## src/hw/rtl/scc_pkg.sv

```systemverilog
// ============================================================================
// scc_pkg
// Widths and inter-stage bundles for the swept circle collision pipeline.
// ============================================================================
package scc_pkg;

    localparam int COORD_BITS = 24;
    localparam int RAD_W      = 16;
    localparam int T_W        = 16;
    localparam int D_W        = COORD_BITS + 1;       // coordinate differences
    localparam int G_W        = RAD_W + 1;            // radius sum
    localparam int SQ_W       = 2 * COORD_BITS + 2;   // dot products and their magnitudes
    localparam int H_W        = SQ_W / 2;             // half of a dot product word
    localparam int S_W        = SQ_W + 1;             // signed cross dot product
    localparam int NN_W       = 2 * SQ_W;             // n*n and a*e
    localparam int AT_W       = SQ_W + T_W;           // a*T and n*T
    localparam int AH_W       = AT_W / 2;             // half of a*T
    localparam int ATP_W      = AH_W + T_W;           // partial of a*T*T
    localparam int ATT_W      = AT_W + T_W;           // a*T*T
    localparam int CMP_W      = ATT_W + 1;            // final comparison width
    localparam int LAT        = 7;                    // accept edge to result sample

    typedef struct packed {
        logic              over;   // already overlapping
        logic              azero;  // no relative motion
        logic              sneg;   // closing in
        logic [SQ_W-1:0]   e;
        logic [SQ_W-1:0]   a;
        logic [SQ_W-1:0]   n;
        logic [T_W-1:0]    t;
    } t_prep;

    typedef struct packed {
        logic              over;
        logic              azero;
        logic              sneg;
        logic [SQ_W-1:0]   e;
        logic [SQ_W-1:0]   n;
        logic [T_W-1:0]    t;
        logic [NN_W-1:0]   nn;
        logic [NN_W-1:0]   ae;
        logic [AT_W-1:0]   at;
        logic [AT_W-1:0]   nt;
    } t_mult;

endpackage

```

## src/hw/rtl/scc_decide.sv

```systemverilog
// ============================================================================
// scc_decide
// Discriminant and window tests, then the registered verdict.
// ============================================================================
module scc_decide (
    input  logic            i_clk,
    input  logic            i_rst_n,
    input  logic            i_valid,
    input  scc_pkg::t_mult  i_data,
    output logic            o_strobe,
    output logic            o_collides
);

    localparam int AH = scc_pkg::AH_W;

    logic                          r_v6;
    logic                          r_over6, r_cand6, r_early6;
    logic [scc_pkg::SQ_W-1:0]      r_e6;
    logic [scc_pkg::AT_W-1:0]      r_nt6;
    logic [scc_pkg::ATP_W-1:0]     r_atth, r_attl;

    logic                          r_strobe, r_collides;

    logic [scc_pkg::CMP_W-1:0]     lhs, rhs;
    logic [scc_pkg::AT_W:0]        n256;

    always_comb begin
        n256 = ((scc_pkg::AT_W + 1)'(i_data.n) << 8);
        lhs  = (scc_pkg::CMP_W'(r_atth) << AH) + scc_pkg::CMP_W'(r_attl)
             + (scc_pkg::CMP_W'(r_e6) << 16);
        rhs  = scc_pkg::CMP_W'(r_nt6) << 9;
    end

    always_ff @(posedge i_clk) begin
        if (!i_rst_n) begin
            r_v6     <= 1'b0;
            r_strobe <= 1'b0;
        end else begin
            r_v6     <= i_valid;
            r_strobe <= r_v6;
        end
    end

    always_ff @(posedge i_clk) begin
        r_over6  <= i_data.over;
        // A later touch needs motion, closing in and a real root.
        r_cand6  <= !i_data.azero && i_data.sneg && (i_data.nn >= i_data.ae);
        r_early6 <= (n256 < {1'b0, i_data.at});
        r_e6     <= i_data.e;
        r_nt6    <= i_data.nt;
        r_atth   <= i_data.at[scc_pkg::AT_W-1:AH] * i_data.t;
        r_attl   <= i_data.at[AH-1:0] * i_data.t;

        r_collides <= r_v6 && (r_over6 || (r_cand6 && (r_early6 || (lhs < rhs))));
    end

    assign o_strobe   = r_strobe;
    assign o_collides = r_collides;

endmodule

```

## config.mk

```make
export PLATFORM = sky130hd
export DESIGN_NAME = scc_decide
export DESIGN_NICKNAME = d
export VERILOG_FILES = /design/src/hw/rtl/scc_pkg.sv /design/src/hw/rtl/scc_decide.sv
export SDC_FILE = /design/constraint.sdc
export NUM_CORES = 2
export LEC_CHECK = 0
export ABC_AREA = 1
export BUFFER_PORTS_ARGS = -buffer_cell sky130_fd_sc_hd__buf_2
export CORE_MARGIN = 2
export CORE_UTILIZATION = 50
export DETAILED_ROUTE_END_ITERATION = 6
export PLACE_DENSITY = 0.72
export SLEW_MARGIN = 5
export SYNTH_ARGS = -nofsm -noshare
export SYNTH_HDL_FRONTEND = slang
export SYNTH_SLANG_ARGS = --single-unit
export TNS_END_PERCENT = 1
```

## constraint.sdc

```tcl
create_clock -name i_clk -period 6.3 [get_ports i_clk]
set_input_delay 0.315 -clock i_clk [delete_from_list [all_inputs] [get_ports i_clk]]
set_output_delay 0.315 -clock i_clk [all_outputs]
set_load 0.005 [all_outputs]
```

==> run_results.csv <==
group,metric,value,unit
sta,skew,0.0172,ns
global_routing,grt-ovfl-total,0,
floorplan,die_x,317,um
logic_synthesis,async_flop_share,0,%
setup_path,crit_family,"adder cells",
route,route.met3.wl,13.4,mm
sta,fin_crit_sh,91.1,%
setup_path,endpoint_kind,"register",
floorplan,dieArea,0.101,mm^2
route,wl_met2,69.6,mm
clock_tree,root_buffer,"clkbuf_16",
logic_synthesis,synth.yosys.warnings,0,
setup_path,critPathMaxFanout,10,
route,drt_first_pass_iters,6,
run_status,status,"completed",
logic_synthesis,syn-num-nets,8339,
worst_hold_path,hold_path.class,"in -> reg",
logic_synthesis,avgSynthCellArea,7.58,um^2
final_layout,fin_nets,8928,
route,avgRoutedWirePerCell,18.1,um
route,wirelength,152,mm
place,hpwl,127,mm
setup_path,r2r-end,"o_collides",
setup_path,worstPathRequired,6.76,ns
floorplan,io_pins,456,
setup_path,crit_top_cell,"fa_1",
place,gp_congestion,0.965,
global_routing,grt_antenna_before_repair,14,
floorplan,die_h,317,um
setup_path,worstPathArrival,6.20,ns
logic_synthesis,synth_top_area_share,35.9,%
sta,min_period,5.74,ns
setup_path,rrSetupSlack,1.57,ns
place,port_buffers,455,
sta,rsz0062_at_grt,"false",
setup_path,reg2reg_depth,29,
sta,final-setup-viol-count,0,
logic_synthesis,synth-edff-count,0,
route,ant_nets,0,
route,num_vias,42700,
setup_path,reg2reg_from,"r_attl[33]",
global_routing,grt_pass1_wl,238,mm
flow_run,max_cap_violations,0,
sta,worst_pin_slew,0.636,ns
final_layout,syn_to_final_growth,14.5,%
global_routing,grt_max_degree,48,
worst_hold_path,min-delay-start,"i_data[448]",
worst_hold_path,hold_end,"r_cand6",
logic_synthesis,ys.flop_type,"dfxtp_1",
route,viasPerCell,5.11,
logic_synthesis,synth_largest_area_cell,"fa_1",
clock_tree,cts_sinks,211,
floorplan,coreArea,0.0970,mm^2
sta,setup-tns-final,0,ns
setup_path,crit_path_top_delay_cell,"fa_1",
route,met1Wirelength,62.5,mm
clock_tree,cts_buffers,23,
logic_synthesis,netlist_area,0.0490,mm^2
logic_synthesis,synth_cell_types,51,
logic_synthesis,synth_cells,6467,
final_layout,seq_area,0.00422,mm^2
final_layout,design_area,0.0561,mm^2
route,drc,0,
clock_tree,insertion_delay,0.55,ns
global_routing,grt_pass1_vias,45000,
clock_tree,clk_pin_slew,0.06,ns
logic_synthesis,synthTopCellsByArea,"fa_1 (36%), inv_1 (14%), ha_1 (14%)",
setup_path,path_cells,"buf_2 -> buf_12 -> buf_4 -> nand2_1 -> inv_1 -> fa_1 -> fa_1 -> fa_1 -> fa_1 -> fa_1 -> inv_1 -> fa_1 -> inv_1 -> ha_1 -> a21oi_1 -> o21a_1 -> inv_1 -> a21oi_1 -> nand3_1 -> a21boi_1 -> nor2_1 -> nor2_1 -> xnor2_1",
route,top_layer_used,"met5",
route,drt_iter0_markers,2889,
final_layout,layout_common_cells,"inv_1 (1821), nand2_1 (1621), fa_1 (880), ha_1 (538), buf_2 (455)",
final_layout,drive_gt1_share,11.3,%
floorplan,start_util,50.5,%
worst_hold_path,hold_path_depth,3,
clock_tree,cts_tree,"built",
final_layout,n_fill_cell,8984,
final_layout,multi_input_area,0.0370,mm^2
sta,hold_viol,0,
global_routing,grtUsageTotal,30.6,%
sta,slew_violations,0,
final_layout,final_common_cell,"inv_1",
clock_tree,h-tree-depth,1,
final_layout,final_util,57.9,%
floorplan,core.rowCount,114,
clock_tree,clock_path_buffers,3,
setup_path,max_stage_delay,0.56,ns
setup_path,critPathBufInv,7,
place,placed_area,0.0541,mm^2
logic_synthesis,synth_seq_cells,211,
logic_synthesis,synth_seq_area_share,8.62,%
setup_path,path_class,"in -> reg",
sta,maxSlewHeadroom,57.6,%
setup_path,critPathLaunchType,"input pin",
sta,fmax,0.174,GHz
## layer usage
layer / up-vias / GRT usage [%]
li1: 20000 / -
met4: 4 / 12.6
met2: 1860 / 50.1
met5: - / 0
met1: 20500 / 40.0
met3: 298 / 5.46
## state kept, by name, summed over array words and instances, names as in the netlist
signal	count
r_early6	1
r_atth	49
o_collides	1
r_e6	50
r_cand6	1
o_strobe	1
r_nt6	66
r_v6	1
r_attl	40
r_over6	1
## kinds of logic (layout without fill, tap and decap cells)
kind of cell / count (synthesis) / count (layout) / synth area share, %
and+or+nand+nor: 2075 / 2075 / 16.9
buffers and inverters: 2070 / 2674 / 15.9
adders and majority gates: 1418 / 1418 / 49.7
AOI/OAI and AO/OA: 549 / 549 / 6.42
DFF: 211 / 211 / 8.62
xor gates and xnor gates: 144 / 144 / 2.57
other: 0 / 10 / 0
## Yosys cell counts (7+ instances only)
cell type / n
nand3_1: 69
a31oi_1: 34
nor4_1: 17
ha_1: 538
a21oi_1: 307
nand2_2: 25
o21ai_1: 9
o211ai_1: 13
nor3_1: 33
o21a_1: 19
o21ai_2: 7
clkbuf_1: 203
o21bai_1: 11
nor2_1: 232
xnor2_1: 52
nand2_1: 1621
dfxtp_1: 211
and3_1: 10
buf_1: 39
inv_1: 1821
xor2_1: 92
nand4_1: 42
nor2_2: 8
a211oi_1: 12
fa_1: 880
o21ai_0: 96
## worst max path at each step
stage,startpoint,end,slack [ns],cells after the start
final,i_data[346],r_attl[40],0.56,23
after global routing,i_data[339],r_atth[46],0.29,22
after CTS,i_data[346],r_attl[40],0.60,23
after detailed placement,i_data[346],r_attl[40],0.04,23
after global placement,i_data[339],r_atth[38],0.13,22
after floorplan,i_data[338],r_atth[35],0.39,26
## area by class of cell
type,instances,share of cell area [%]
multi-input cells,4186,66.0
well taps,1276,2.84
flip-flops and latches,211,7.52
diodes,10,0.0446
clock inverters,16,0.334
repair buffers,808,10.0
inverters,1826,12.2
clock buffers,24,1.05
## through the flow
stage               cells  worst slack (ns)  hold WS (ns)
finish               8357             0.559         0.148
global route         8357             0.288         0.205
CTS                  8347             0.599         0.129
detailed placement   8187            0.0411         0.419
global placement     8187             0.129         0.418
floorplan            6467             0.393         0.343
## repair_timing
action | in CTS | in global routing
setup endpoints to repair | 0 | 0
endpoints found under the hold margin | 119 | 0
buffers inserted | 0 | 0
hold buffers | 120 | 0
gates resized for setup | 0 | 0
## tightest hold or removal path, stage by stage
cell,delay (ns)
buf_2,0.08
nand3_1,0.17
inv_1,0.09
Power is left out: the tool's default activity adds up to more than one toggle a clock period on the data nets, which glitch-free logic cannot reach.
